--- src/hdl/rsc_pkg.sv ---
`timescale 1ns / 1ps
// ----------------------------------------------------------------------------
// RPN stack calculator package
// Shared sizes, function and status codes, state types and the control
// structs passed between the core and its serial arithmetic unit.
// ----------------------------------------------------------------------------
package rsc_pkg;

  // Sizes
  localparam int STACK_DEPTH   = 16;
  localparam int FRACTION_BITS = 16;
  localparam int DATA_W        = 32;
  localparam int FUNC_W        = 3;
  localparam int STATUS_W      = 2;
  localparam int CNT_W         = $clog2(STACK_DEPTH + 1);
  localparam int PTR_W         = $clog2(STACK_DEPTH);
  localparam int PROD_W        = 2 * DATA_W;
  localparam int ITER_W        = $clog2(DATA_W + 2);
  localparam int RND_IDX       = (FRACTION_BITS > 0) ? FRACTION_BITS - 1 : 0;

  // Saturation limits
  localparam logic [DATA_W-1:0] SAT_MAX = {1'b0, {(DATA_W-1){1'b1}}};
  localparam logic [DATA_W-1:0] SAT_MIN = {1'b1, {(DATA_W-1){1'b0}}};

  // Function codes (5 to 7 are no-ops)
  typedef enum logic [FUNC_W-1:0] {
    FN_PUSH = 3'd0,
    FN_ADD  = 3'd1,
    FN_SUB  = 3'd2,
    FN_MUL  = 3'd3,
    FN_DIV  = 3'd4
  } func_t;

  // Result status codes
  typedef enum logic [STATUS_W-1:0] {
    ST_OK      = 2'd0,
    ST_DIVZERO = 2'd1,
    ST_FULL    = 2'd2,
    ST_SAT     = 2'd3
  } status_t;

  // Core sequencer states
  typedef enum logic [2:0] {
    C_IDLE,
    C_RD_A,
    C_CHK,
    C_WAIT,
    C_RD_TOP,
    C_OUT
  } ctrl_state_t;

  // Arithmetic unit states
  typedef enum logic [2:0] {
    A_IDLE,
    A_ADD,
    A_MUL,
    A_MRND,
    A_DIV,
    A_FIN
  } alu_state_t;

  // Core to arithmetic unit
  typedef struct packed {
    logic  start;
    func_t op;
  } alu_req_t;

  // Arithmetic unit to core
  typedef struct packed {
    logic done;
    logic sat;
  } alu_rsp_t;

endpackage

--- src/hdl/rsc_if.sv ---
`timescale 1ns / 1ps
// ----------------------------------------------------------------------------
// RPN stack calculator channels
// Valid/ready channels for input commands and for results.
// ----------------------------------------------------------------------------

// Command channel
interface rsc_in_if;
  logic                                valid;
  logic                                ready;
  logic [rsc_pkg::FUNC_W-1:0]          func;
  logic signed [rsc_pkg::DATA_W-1:0]   operand_value;

  modport source (output valid, output func, output operand_value, input ready);
  modport sink   (input valid, input func, input operand_value, output ready);
endinterface

// Result channel
interface rsc_out_if;
  logic                                valid;
  logic                                ready;
  logic signed [rsc_pkg::DATA_W-1:0]   top_value;
  logic [rsc_pkg::STATUS_W-1:0]        status;

  modport source (output valid, output top_value, output status, input ready);
  modport sink   (input valid, input top_value, input status, output ready);
endinterface

--- src/hdl/rsc_alu.sv ---
`timescale 1ns / 1ps
// ----------------------------------------------------------------------------
// RPN stack calculator serial arithmetic unit
// Bit-serial add/subtract, shift-add multiply and restoring divide on
// signed fixed-point words, one bit per cycle, with rounding and saturation.
// ----------------------------------------------------------------------------
module rsc_alu (
  input  logic                               clk,
  input  logic                               rst,
  input  rsc_pkg::alu_req_t                  req,
  input  logic signed [rsc_pkg::DATA_W-1:0]  opa,
  input  logic signed [rsc_pkg::DATA_W-1:0]  opb,
  output rsc_pkg::alu_rsp_t                  rsp,
  output logic [rsc_pkg::DATA_W-1:0]         result
);

  localparam int DW = rsc_pkg::DATA_W;
  localparam int PW = rsc_pkg::PROD_W;
  localparam int IW = rsc_pkg::ITER_W;

  rsc_pkg::alu_state_t state, state_next;
  rsc_pkg::func_t      op;

  logic [DW:0]   x;       // serial addend a / multiplicand
  logic [DW:0]   y;       // serial addend b / divisor magnitude
  logic          carry;
  logic [DW:0]   rem;     // serial sum / division remainder
  logic [PW-1:0] prod;    // product / dividend low and quotient
  logic [IW-1:0] iter;
  logic          neg;
  logic          ovf;
  logic          done;
  logic          sat;

  // Operand magnitudes for the divider
  logic [DW-1:0] mag_a;
  logic [DW-1:0] mag_b;
  logic [PW-1:0] num_mag;

  // Serial add bit
  logic          add_bit;
  logic          add_cy;

  // Multiply step
  logic          mul_last;
  logic [DW:0]   mul_addend;
  logic [DW:0]   mul_sum;
  logic          rnd_bit;

  // Divide step
  logic [DW:0]   div_shift;
  logic [DW:0]   div_trial;

  // Final result selection
  logic [DW-1:0] fin_res;
  logic          fin_sat;

  assign mag_a   = opa[DW-1] ? (~opa + DW'(1)) : opa;
  assign mag_b   = opb[DW-1] ? (~opb + DW'(1)) : opb;
  assign num_mag = PW'(mag_a) << rsc_pkg::FRACTION_BITS;

  assign add_bit = x[0] ^ y[0] ^ carry;
  assign add_cy  = (x[0] & y[0]) | (x[0] & carry) | (y[0] & carry);

  // Last multiplier bit carries negative weight
  assign mul_last   = (iter == IW'(DW - 1));
  assign mul_addend = prod[0] ? (mul_last ? ~x : x) : '0;
  assign mul_sum    = {prod[PW-1], prod[PW-1:DW]} + mul_addend
                      + {{DW{1'b0}}, prod[0] & mul_last};
  assign rnd_bit    = (rsc_pkg::FRACTION_BITS > 0) && prod[rsc_pkg::RND_IDX];

  assign div_shift = {rem[DW-1:0], prod[DW-1]};
  assign div_trial = div_shift - y;

  // Saturate per operation
  always_comb begin
    fin_res = rsc_pkg::SAT_MAX;
    fin_sat = 1'b0;
    case (op)
      rsc_pkg::FN_ADD, rsc_pkg::FN_SUB: begin
        fin_sat = rem[DW] ^ rem[DW-1];
        fin_res = fin_sat ? (rem[DW] ? rsc_pkg::SAT_MIN : rsc_pkg::SAT_MAX)
                          : rem[DW-1:0];
      end
      rsc_pkg::FN_MUL: begin
        fin_sat = (prod[PW-1:DW-1] != {(DW+1){prod[PW-1]}});
        fin_res = fin_sat ? (prod[PW-1] ? rsc_pkg::SAT_MIN : rsc_pkg::SAT_MAX)
                          : prod[DW-1:0];
      end
      rsc_pkg::FN_DIV: begin
        if (ovf) begin
          fin_sat = 1'b1;
          fin_res = neg ? rsc_pkg::SAT_MIN : rsc_pkg::SAT_MAX;
        end else if (!neg) begin
          fin_sat = prod[DW-1];
          fin_res = fin_sat ? rsc_pkg::SAT_MAX : prod[DW-1:0];
        end else begin
          fin_sat = prod[DW-1:0] > rsc_pkg::SAT_MIN;
          fin_res = fin_sat ? rsc_pkg::SAT_MIN : (~prod[DW-1:0] + DW'(1));
        end
      end
      default: begin
        fin_res = rsc_pkg::SAT_MAX;
        fin_sat = 1'b0;
      end
    endcase
  end

  // State register
  always_ff @(posedge clk) begin
    if (rst) begin
      state <= rsc_pkg::A_IDLE;
    end else begin
      state <= state_next;
    end
  end

  // Next state
  always_comb begin
    state_next = state;
    case (state)
      rsc_pkg::A_IDLE: begin
        if (req.start) begin
          case (req.op)
            rsc_pkg::FN_ADD, rsc_pkg::FN_SUB: state_next = rsc_pkg::A_ADD;
            rsc_pkg::FN_MUL:                  state_next = rsc_pkg::A_MUL;
            rsc_pkg::FN_DIV:                  state_next = rsc_pkg::A_DIV;
            default:                          state_next = rsc_pkg::A_IDLE;
          endcase
        end
      end
      rsc_pkg::A_ADD:  if (iter == IW'(DW)) state_next = rsc_pkg::A_FIN;
      rsc_pkg::A_MUL:  if (mul_last) state_next = rsc_pkg::A_MRND;
      rsc_pkg::A_MRND: state_next = rsc_pkg::A_FIN;
      rsc_pkg::A_DIV:  if (iter == IW'(DW - 1)) state_next = rsc_pkg::A_FIN;
      rsc_pkg::A_FIN:  state_next = rsc_pkg::A_IDLE;
      default:         state_next = rsc_pkg::A_IDLE;
    endcase
  end

  // Completion pulse
  always_ff @(posedge clk) begin
    if (rst) begin
      done <= 1'b0;
    end else begin
      done <= (state == rsc_pkg::A_FIN);
    end
  end

  // Datapath
  always_ff @(posedge clk) begin
    case (state)
      rsc_pkg::A_IDLE: begin
        if (req.start) begin
          op    <= req.op;
          iter  <= '0;
          neg   <= opa[DW-1] ^ opb[DW-1];
          ovf   <= num_mag[PW-1:DW] >= mag_b;
          x     <= {opa[DW-1], opa};
          carry <= (req.op == rsc_pkg::FN_SUB);
          if (req.op == rsc_pkg::FN_DIV) begin
            y    <= {1'b0, mag_b};
            rem  <= {1'b0, num_mag[PW-1:DW]};
            prod <= {{DW{1'b0}}, num_mag[DW-1:0]};
          end else begin
            y    <= (req.op == rsc_pkg::FN_SUB) ? ~{opb[DW-1], opb} : {opb[DW-1], opb};
            rem  <= '0;
            prod <= {{DW{1'b0}}, opb};
          end
        end
      end
      rsc_pkg::A_ADD: begin
        carry <= add_cy;
        x     <= {1'b0, x[DW:1]};
        y     <= {1'b0, y[DW:1]};
        rem   <= {add_bit, rem[DW:1]};
        iter  <= iter + IW'(1);
      end
      rsc_pkg::A_MUL: begin
        prod <= {mul_sum, prod[DW-1:1]};
        iter <= iter + IW'(1);
      end
      rsc_pkg::A_MRND: begin
        // floor shift, plus the bit below the point: round half up
        prod <= PW'($signed(prod) >>> rsc_pkg::FRACTION_BITS)
                + {{(PW-1){1'b0}}, rnd_bit};
      end
      rsc_pkg::A_DIV: begin
        rem  <= div_trial[DW] ? div_shift : div_trial;
        prod <= {prod[PW-1:DW], prod[DW-2:0], ~div_trial[DW]};
        iter <= iter + IW'(1);
      end
      rsc_pkg::A_FIN: begin
        result <= fin_res;
        sat    <= fin_sat;
      end
      default: begin
        iter <= iter;
      end
    endcase
  end

  assign rsp.done = done;
  assign rsp.sat  = sat;

endmodule

--- src/hdl/rpn_stack_calculator_core.sv ---
`timescale 1ns / 1ps
// ----------------------------------------------------------------------------
// RPN stack calculator core
// Reverse Polish calculator over a bounded stack of signed Q16.16 values.
// Sequences stack reads/writes and hands operators to a serial arithmetic
// unit; every command returns the new top value and a status.
// ----------------------------------------------------------------------------
//
//  Channel | Dir | Payload                        | Handshake
//  --------+-----+--------------------------------+------------
//  req     | in  | func[2:0], operand_value[31:0] | valid/ready
//  rsp     | out | top_value[31:0], status[1:0]   | valid/ready
//
//  Push, dropped push, no-op and divide by zero need no arithmetic unit; add,
//  subtract, multiply and other divides run through the one-bit-per-cycle
//  loops of the arithmetic unit (33 add/subtract steps, 32 multiply steps
//  plus a rounding step, 32 divide steps). One command is in work at a time;
//  req.ready is high only while the sequencer is idle. A stalled rsp holds
//  the next result in the sequencer until taken.
//  Synchronous reset empties the stack; stack words are not cleared.
//
module rpn_stack_calculator_core (
  input  logic       clk,
  input  logic       rst,
  rsc_in_if.sink     req,
  rsc_out_if.source  rsp
);

  localparam int DW = rsc_pkg::DATA_W;
  localparam int CW = rsc_pkg::CNT_W;
  localparam int AW = rsc_pkg::PTR_W;

  rsc_pkg::ctrl_state_t state, state_next;

  logic [CW-1:0]            count;
  logic [rsc_pkg::FUNC_W-1:0] func_r;
  logic [DW-1:0]            b_r;
  logic [DW-1:0]            top_r;
  rsc_pkg::status_t         status_r;

  // Output register
  logic                     out_valid;
  logic [DW-1:0]            out_top;
  rsc_pkg::status_t         out_status;
  logic                     out_load;

  // Stack memory
  logic [DW-1:0]            mem [rsc_pkg::STACK_DEPTH];
  logic [AW-1:0]            rd_addr;
  logic [DW-1:0]            rd_data;
  logic                     mem_we;
  logic [AW-1:0]            mem_waddr;
  logic [DW-1:0]            mem_wdata;

  // Stack pointers
  logic [CW-1:0]            cnt_m1;
  logic [CW-1:0]            cnt_m2;
  logic [CW-1:0]            cnt_base;
  logic                     full;
  logic [DW-1:0]            a_val;
  logic                     div_zero;

  // Arithmetic unit
  rsc_pkg::alu_req_t        alu_req;
  rsc_pkg::alu_rsp_t        alu_rsp;
  logic [DW-1:0]            alu_result;

  assign cnt_m1   = count - CW'(1);
  assign cnt_m2   = count - CW'(2);
  assign cnt_base = (count >= CW'(2)) ? cnt_m2 : '0;
  assign full     = (count >= CW'(rsc_pkg::STACK_DEPTH));
  assign a_val    = (count > CW'(1)) ? rd_data : '0;
  assign div_zero = (func_r == rsc_pkg::FN_DIV) && (b_r == '0);
  assign out_load = (state == rsc_pkg::C_OUT) && (!out_valid || rsp.ready);

  rsc_alu u_alu (
    .clk    (clk),
    .rst    (rst),
    .req    (alu_req),
    .opa    (a_val),
    .opb    (b_r),
    .rsp    (alu_rsp),
    .result (alu_result)
  );

  // State register
  always_ff @(posedge clk) begin
    if (rst) begin
      state <= rsc_pkg::C_IDLE;
    end else begin
      state <= state_next;
    end
  end

  // Next state, handshake, memory and ALU controls
  always_comb begin
    state_next    = state;
    req.ready     = 1'b0;
    rd_addr       = cnt_m1[AW-1:0];
    mem_we        = 1'b0;
    mem_waddr     = count[AW-1:0];
    mem_wdata     = req.operand_value;
    alu_req.start = 1'b0;
    alu_req.op    = rsc_pkg::func_t'(func_r);
    case (state)
      rsc_pkg::C_IDLE: begin
        req.ready = 1'b1;
        if (req.valid) begin
          case (req.func)
            rsc_pkg::FN_PUSH: begin
              if (full) begin
                state_next = rsc_pkg::C_RD_TOP;
              end else begin
                mem_we     = 1'b1;
                state_next = rsc_pkg::C_OUT;
              end
            end
            rsc_pkg::FN_ADD, rsc_pkg::FN_SUB,
            rsc_pkg::FN_MUL, rsc_pkg::FN_DIV: state_next = rsc_pkg::C_RD_A;
            default:                          state_next = rsc_pkg::C_RD_TOP;
          endcase
        end
      end
      rsc_pkg::C_RD_A: begin
        rd_addr    = cnt_m2[AW-1:0];
        state_next = rsc_pkg::C_CHK;
      end
      rsc_pkg::C_CHK: begin
        if (div_zero) begin
          state_next = rsc_pkg::C_OUT;
        end else begin
          alu_req.start = 1'b1;
          state_next    = rsc_pkg::C_WAIT;
        end
      end
      rsc_pkg::C_WAIT: begin
        mem_waddr = cnt_base[AW-1:0];
        mem_wdata = alu_result;
        if (alu_rsp.done) begin
          mem_we     = 1'b1;
          state_next = rsc_pkg::C_OUT;
        end
      end
      rsc_pkg::C_RD_TOP: state_next = rsc_pkg::C_OUT;
      rsc_pkg::C_OUT:    if (out_load) state_next = rsc_pkg::C_IDLE;
      default:           state_next = rsc_pkg::C_IDLE;
    endcase
  end

  // Stack memory, registered read
  always_ff @(posedge clk) begin
    if (mem_we) begin
      mem[mem_waddr] <= mem_wdata;
    end
    rd_data <= mem[rd_addr];
  end

  // Entry count
  always_ff @(posedge clk) begin
    if (rst) begin
      count <= '0;
    end else if (state == rsc_pkg::C_IDLE && req.valid &&
                 req.func == rsc_pkg::FN_PUSH && !full) begin
      count <= count + CW'(1);
    end else if (state == rsc_pkg::C_WAIT && alu_rsp.done) begin
      count <= cnt_base + CW'(1);
    end
  end

  // Command payload and result staging
  always_ff @(posedge clk) begin
    case (state)
      rsc_pkg::C_IDLE: begin
        if (req.valid) begin
          func_r   <= req.func;
          top_r    <= req.operand_value;
          status_r <= (req.func == rsc_pkg::FN_PUSH && full) ? rsc_pkg::ST_FULL
                                                              : rsc_pkg::ST_OK;
        end
      end
      rsc_pkg::C_RD_A: begin
        b_r <= (count != '0) ? rd_data : '0;
      end
      rsc_pkg::C_CHK: begin
        // divide by zero: stack untouched, top is the zero divisor
        if (div_zero) begin
          top_r    <= b_r;
          status_r <= rsc_pkg::ST_DIVZERO;
        end
      end
      rsc_pkg::C_WAIT: begin
        if (alu_rsp.done) begin
          top_r    <= alu_result;
          status_r <= alu_rsp.sat ? rsc_pkg::ST_SAT : rsc_pkg::ST_OK;
        end
      end
      rsc_pkg::C_RD_TOP: begin
        top_r <= (count != '0) ? rd_data : '0;
      end
      default: begin
        top_r <= top_r;
      end
    endcase
  end

  // Output register valid
  always_ff @(posedge clk) begin
    if (rst) begin
      out_valid <= 1'b0;
    end else if (out_load) begin
      out_valid <= 1'b1;
    end else if (rsp.ready) begin
      out_valid <= 1'b0;
    end
  end

  // Output register payload
  always_ff @(posedge clk) begin
    if (out_load) begin
      out_top    <= top_r;
      out_status <= status_r;
    end
  end

  assign rsp.valid     = out_valid;
  assign rsp.top_value = out_top;
  assign rsp.status    = out_status;

endmodule
--- src/flat_wrapper.sv ---
// flat-port wrapper written by rule: the top's interface ports become plain ports
module rpn_stack_calculator_core_flat 
  (clk, rst, req_valid, req_func, req_operand_value, req_ready, rsp_valid, rsp_top_value, rsp_status, rsp_ready);
  rsc_in_if req_i ();
  rsc_out_if rsp_i ();
  input  logic clk;
  input  logic rst;
  input wire logic [$bits(req_i.valid)-1:0] req_valid;
  input wire logic [$bits(req_i.func)-1:0] req_func;
  input wire logic [$bits(req_i.operand_value)-1:0] req_operand_value;
  output wire logic [$bits(req_i.ready)-1:0] req_ready;
  output wire logic [$bits(rsp_i.valid)-1:0] rsp_valid;
  output wire logic [$bits(rsp_i.top_value)-1:0] rsp_top_value;
  output wire logic [$bits(rsp_i.status)-1:0] rsp_status;
  input wire logic [$bits(rsp_i.ready)-1:0] rsp_ready;
  assign req_i.valid = req_valid;
  assign req_i.func = req_func;
  assign req_i.operand_value = req_operand_value;
  assign req_ready = req_i.ready;
  assign rsp_valid = rsp_i.valid;
  assign rsp_top_value = rsp_i.top_value;
  assign rsp_status = rsp_i.status;
  assign rsp_i.ready = rsp_ready;
  rpn_stack_calculator_core u_core (.clk(clk), .rst(rst), .req(req_i), .rsp(rsp_i));
endmodule
--- config.mk ---
export PLATFORM = sky130hd
export DESIGN_NAME = rpn_stack_calculator_core_flat
export DESIGN_NICKNAME = d
export VERILOG_FILES = /design/src/hdl/rsc_pkg.sv /design/src/hdl/rsc_if.sv /design/src/hdl/rsc_alu.sv /design/src/hdl/rpn_stack_calculator_core.sv /design/src/flat_wrapper.sv
export SDC_FILE = /design/constraint.sdc
export NUM_CORES = 2
export LEC_CHECK = 0
export BUFFER_PORTS_ARGS = -buffer_cell sky130_fd_sc_hd__clkbuf_2
export CORE_ASPECT_RATIO = 0.8
export CORE_MARGIN = 2
export CORE_UTILIZATION = 60
export CTS_CLUSTER_DIAMETER = 150
export DETAILED_ROUTE_END_ITERATION = 8
export PLACE_DENSITY = 0.77
export SETUP_SLACK_MARGIN = 0.05
export SYNTH_ARGS = -nofsm -noshare
export SYNTH_HDL_FRONTEND = slang
export SYNTH_HIERARCHICAL = 1
export SYNTH_SLANG_ARGS = --single-unit
--- constraint.sdc ---
create_clock -name clk -period 9.5 [get_ports clk]
set_input_delay 1.425 -clock clk [delete_from_list [all_inputs] [get_ports clk]]
set_output_delay 1.425 -clock clk [all_outputs]
set_load 0.01 [all_outputs]
==> out/summary.md <==
Dividing the detail-routed wire length by the instance count gives 27.81 um. The count of final setup violators was 0. In this run the critical register-to-register path is launched from u_core/count[1]$_SDFFE_PP0P_.

Initial antenna violation count: 1. IR analysis of the VDD net gives a maximum drop of 0.2278 mV. The fraction of final layout cells sized beyond drive strength 1 works out to 11.26%. Start-to-end type of the worst setup path: register to register.

Max-cap violations in this run came to 0. Number of max-slew violations in the final report: 0. The clock insertion delay at the later pin of the skew report is 670 ps, and the overall fraction of global-route tracks in use is 35.63%. Summing over every cut layer, the via total after detailed routing is 36,198. The synthesized area per cell was 11.33 um2; the number of buffers created by CTS was 87. The endpoint identified for the worst register-to-register timing path is u_core/u_alu/ovf$_DFFE_PP_. The run gives 0 as the hold violation total from the final report. Prior to clock tree synthesis, the placed netlist has a worst setup slack of 3269 ps. After Yosys synthesis, XOR and XNOR cells account for 4.499% of the synthesized area. In this run the static leakage power is 17.23 nW. Dividing total power by cell area gives a power density of 236.6 nW/um2.

The clock arrives with 30.68 ps of skew. The final weighted congestion in routability-driven placement is 1.021, and the setup TNS is 0 ps. The worst hold slack across all endpoints was 417.4 ps. The number of nets produced by synthesis came out at 4,300.

For the worst setup path, the data arrival time is 6920 ps. For this block, the initial DRC count from the detailed router was 5,951. The layout has 5,704 filler cells. The via count of the first global-routing pass was 33,308; the vertical die dimension was 254.7 um. The H-tree generated during clock tree synthesis spans 3 levels. After detailed routing, the total wire length is 145,300 um. The relative area change from synthesis to final layout came out at 9.100%. After floorplanning, the core was sized to cover 77,420 um2.

The number of placed I/O pins came out at 75. The tools report the DRC violation count after routing as 0. The synthesized netlist devotes 2.744% of its cell area to adder and majority cells. The cts-stage hold buffer count is 0. The proportion of register bits with asynchronous set or reset after synthesis came out at 0%.

The tree is rooted in a sky130_fd_sc_hd__clkbuf_16. With fillers left out, the area of the finished cells amounts to 51,430 um2. Setup repair after global routing left no endpoint under its margin. The most common flop cell mapped by yosys was sky130_fd_sc_hd__edfxtp_1. At the end of the flow, the number of nets in the layout was 4,267.

Setup slack closes at 2982 ps. Of all nets on the critical path, the largest fanout is 39. The initial core utilization is 60.89%.

Synthesis produced 4,160 cells. The first global-routing pass estimated 213,300 um of wire. The run finished with clean final reports. After synthesis the cells add up to 47,140 um2. The number of distinct library cells after synthesis was 93. The worst setup path is captured at a register. The path class of the tightest hold or removal check is register to register. Post-CTS timing repair inserted 0 buffers for setup. For this run, the slowest stage of the critical path takes 680 ps. In this run the deepest clock path goes through 3 buffers.

Slowest cell on the critical path: sky130_fd_sc_hd__nor4_1. The fmax was 153.4 MHz. The run gives 5,225 as the count of placed standard cells in the final layout, fillers left out. The die width is 317.4 um. The clock input transition at the sequential cells of the worst setup and hold paths was 60 ps. The post-layout minimum cycle time is 6518 ps, and the number of resized instances in the post-cts repair step is 0. Largest net degree at the start of global routing: 73. Across all register-to-register paths, the minimum setup slack is 2980 ps. Headroom to the max-slew limit came out at 13.13%.

The TritonCTS sink count was 868. The vias per cell is 6.928, and the share of synthesized cell area in and, or, nand and nor gates is 12.19%. Summing the areas of all compound-gate instances in the mapped netlist gives 12.98% of the synthesized area. For this run, the detailed router's first-pass iteration total came to 8.

The wire-length estimate of the detail-placed layout is 97,410 um. The synthesized design devotes to its leading area cell type 52.42% of total area. Traced cell by cell, the critical path runs through inv_1 > ha_1 > nor3b_2 > a22oi_1 > buf_4 > and2_1 > nor4_1 > and3_1 > nand2_1 > or3_1 > or3_1 > o31ai_1 > xnor2_1 > ha_1 > a21oi_1 > nor2b_1 > o21ai_0 > nand2_1 > a41oi_1 > a221oi_1 > nand3_1 > nor4_2. Including well taps, the total number of placed cells is 5,061.

STA puts the critical path data required time at 9900 ps. The mux share of post-synthesis cell area works out to 9.974%. STA classifies the critical path startpoint as a register.

In this run the cell area measured after placement is 48,540 um2. During synthesis, Yosys emitted a total of 6 warnings. The capturing instance or port of the critical path was u_core/u_alu/ovf$_DFFE_PP_.

The total overflow reported by the global router is 0. TritonCTS built the clock tree. The logic depth of the worst register-to-register path works out to 22. Once detail routing completed, the nets flagged for antenna violations numbered 0. The synthesized design contains 868 register bits. sky130_fd_sc_hd__edfxtp_1 takes more of the synthesized area than any other cell.

The origin of the worst setup path was u_core/count[1]$_SDFFE_PP0P_. In the post-synthesis netlist, the biggest area contributors are sky130_fd_sc_hd__edfxtp_1, sky130_fd_sc_hd__mux2i_1, sky130_fd_sc_hd__nand2_1. Total power for the finished layout comes to 12.17 mW. After synthesis, the largest family of logic cells by area is compound AO/OA/AOI/OAI gates. The count of input and output buffers is 74, and the transition time at the pin with the least slew margin is 1289 ps.

The post-route fraction of the period consumed by the critical path is 68.61%. The synthesized design contains 823 enable-type register cells. At the end of the flow the core is filled with cells to 66.43%. The post-synthesis sequential area ratio is 54.33%. The initialized floorplan defines 91 standard-cell rows.

For the die area, the log shows 80,850 um2.
==> worst min-delay path by stage <==
| stage | from | endpoint | cells past startpoint |
|---|---|---|---|
| 2_1_floorplan | u_core/status_r[0]$_DFFE_PP_ | u_core/rsp.status[0]$_DFFE_PP_ | 0 |
| 3_3_place_gp | u_core/top_r[12]$_DFFE_PP_ | u_core/rsp.top_value[12]$_DFFE_PP_ | 0 |
| 3_5_place_dp | u_core/top_r[1]$_DFFE_PP_ | u_core/rsp.top_value[1]$_DFFE_PP_ | 0 |
| 4_1_cts | u_core/top_r[1]$_DFFE_PP_ | u_core/rsp.top_value[1]$_DFFE_PP_ | 0 |
| 5_1_grt | u_core/top_r[14]$_DFFE_PP_ | u_core/rsp.top_value[14]$_DFFE_PP_ | 0 |
| 6_report | u_core/top_r[1]$_DFFE_PP_ | u_core/rsp.top_value[1]$_DFFE_PP_ | 0 |
==> sequential cells by signal, summed over array words and instances, names as in the netlist, 2 cells and up <==
register	flops
u_core/rd_data	32
u_core/u_alu/iter	6
u_core/u_alu/x	33
u_core/top_r	32
u_core/u_alu/rem	33
u_core/mem	512
u_core/u_alu/prod	64
u_core/status_r	2
u_core/rsp.top_value	32
u_core/state	3
u_core/u_alu/result	32
u_core/func_r	3
u_core/u_alu/op	3
u_core/u_alu/y	33
u_core/rsp.status	2
u_core/b_r	32
u_core/u_alu/state	3
u_core/count	5
==> layer usage <==
layer  vias up  wire length, um  GRT usage [%]
met5         -               69         0.5981
met4         4             5517          12.18
met3       346            23180          12.68
met2      2750            58040          47.73
met1     17470            58510          53.31
li1      15628                -              -
==> where the power goes <==
| group | internal [mW] | leakage [nW] | switching (mW) |
|---|---|---|---|
| Clock | 1.98 | 1.41 | 1.49 |
| Combinational | 1.23 | 7.95 | 2.25 |
| Sequential | 4.72 | 7.87 | 0.487 |
| Total | 7.94 | 17.2 | 4.23 |
==> cell type report <==
cell class / instances / area (um2) / area share [%]
timing repair buffer: 166 / 1061 / 2.063
inverter: 77 / 291.5 / 0.5668
clock buffer: 118 / 2454 / 4.770
antenna: 3 / 7.507 / 0.01460
multi-input combinational: 2927 / 20290 / 39.44
clock inverter: 43 / 429.2 / 0.8344
sequential: 868 / 25620 / 49.82
tap: 1023 / 1280 / 2.489
==> cells in the final DEF (no fill, tap or decap), types with 45 or more instances in the layout <==
master / instances
sky130_fd_sc_hd__edfxtp_1: 823
sky130_fd_sc_hd__nand2_1: 551
sky130_fd_sc_hd__mux2i_1: 287
sky130_fd_sc_hd__o21ai_0: 241
sky130_fd_sc_hd__a21oi_1: 225
sky130_fd_sc_hd__nor2_1: 195
sky130_fd_sc_hd__xnor2_1: 136
sky130_fd_sc_hd__xor2_1: 100
sky130_fd_sc_hd__ha_1: 96
sky130_fd_sc_hd__buf_4: 92
sky130_fd_sc_hd__clkbuf_16: 87
sky130_fd_sc_hd__nand3_1: 81
sky130_fd_sc_hd__o22ai_1: 79
sky130_fd_sc_hd__nand4_1: 75
sky130_fd_sc_hd__clkbuf_2: 74
sky130_fd_sc_hd__inv_1: 74
sky130_fd_sc_hd__mux4_2: 62
sky130_fd_sc_hd__nor2b_1: 50
sky130_fd_sc_hd__a31oi_1: 50
sky130_fd_sc_hd__nor3_1: 48
sky130_fd_sc_hd__a21o_1: 45
==> cell families after synthesis <==
group                    Yosys count
XOR/XNOR                         240
AND/OR/NAND/NOR                 1229
flip-flops                       868
multiplexers                     386
buffers and inverters            365
adder cells (fa/ha/maj)          101
AO/OA/AOI/OAI                    971
==> synth_stat cells (29+ instances only) <==
cell                          n
sky130_fd_sc_hd__a2bb2oi_1   33
sky130_fd_sc_hd__a21oi_1    226
sky130_fd_sc_hd__edfxtp_1   823
sky130_fd_sc_hd__nand3_1     81
sky130_fd_sc_hd__mux4_2      62
sky130_fd_sc_hd__dfxtp_1     45
sky130_fd_sc_hd__mux2i_1    288
sky130_fd_sc_hd__o21a_1      42
sky130_fd_sc_hd__inv_1       74
sky130_fd_sc_hd__nand4_1     75
sky130_fd_sc_hd__nor3_1      52
sky130_fd_sc_hd__o21ai_0    242
sky130_fd_sc_hd__a21o_1      45
sky130_fd_sc_hd__mux2_2      33
sky130_fd_sc_hd__nand2_1    551
sky130_fd_sc_hd__a31oi_1     50
sky130_fd_sc_hd__nor2b_1     52
sky130_fd_sc_hd__o22ai_1     79
sky130_fd_sc_hd__buf_2       44
sky130_fd_sc_hd__xnor2_1    138
sky130_fd_sc_hd__nor4_1      29
sky130_fd_sc_hd__ha_1        97
sky130_fd_sc_hd__clkbuf_1   212
sky130_fd_sc_hd__nor2_1     214
sky130_fd_sc_hd__xor2_1     101
sky130_fd_sc_hd__o21ai_1     33
sky130_fd_sc_hd__and2_1      42
==> critical path: cells and delay by family, from the launching register on <==
kind                     cells  cell delay, ps
AO/OA/AOI/OAI                6            1110
flip-flops                   1             520
XOR/XNOR                     1             220
AND/OR/NAND/NOR             11            3180
buffers and inverters        2             600
adder cells (fa/ha/maj)      2             600
Power figures use the tool's default switching activity.
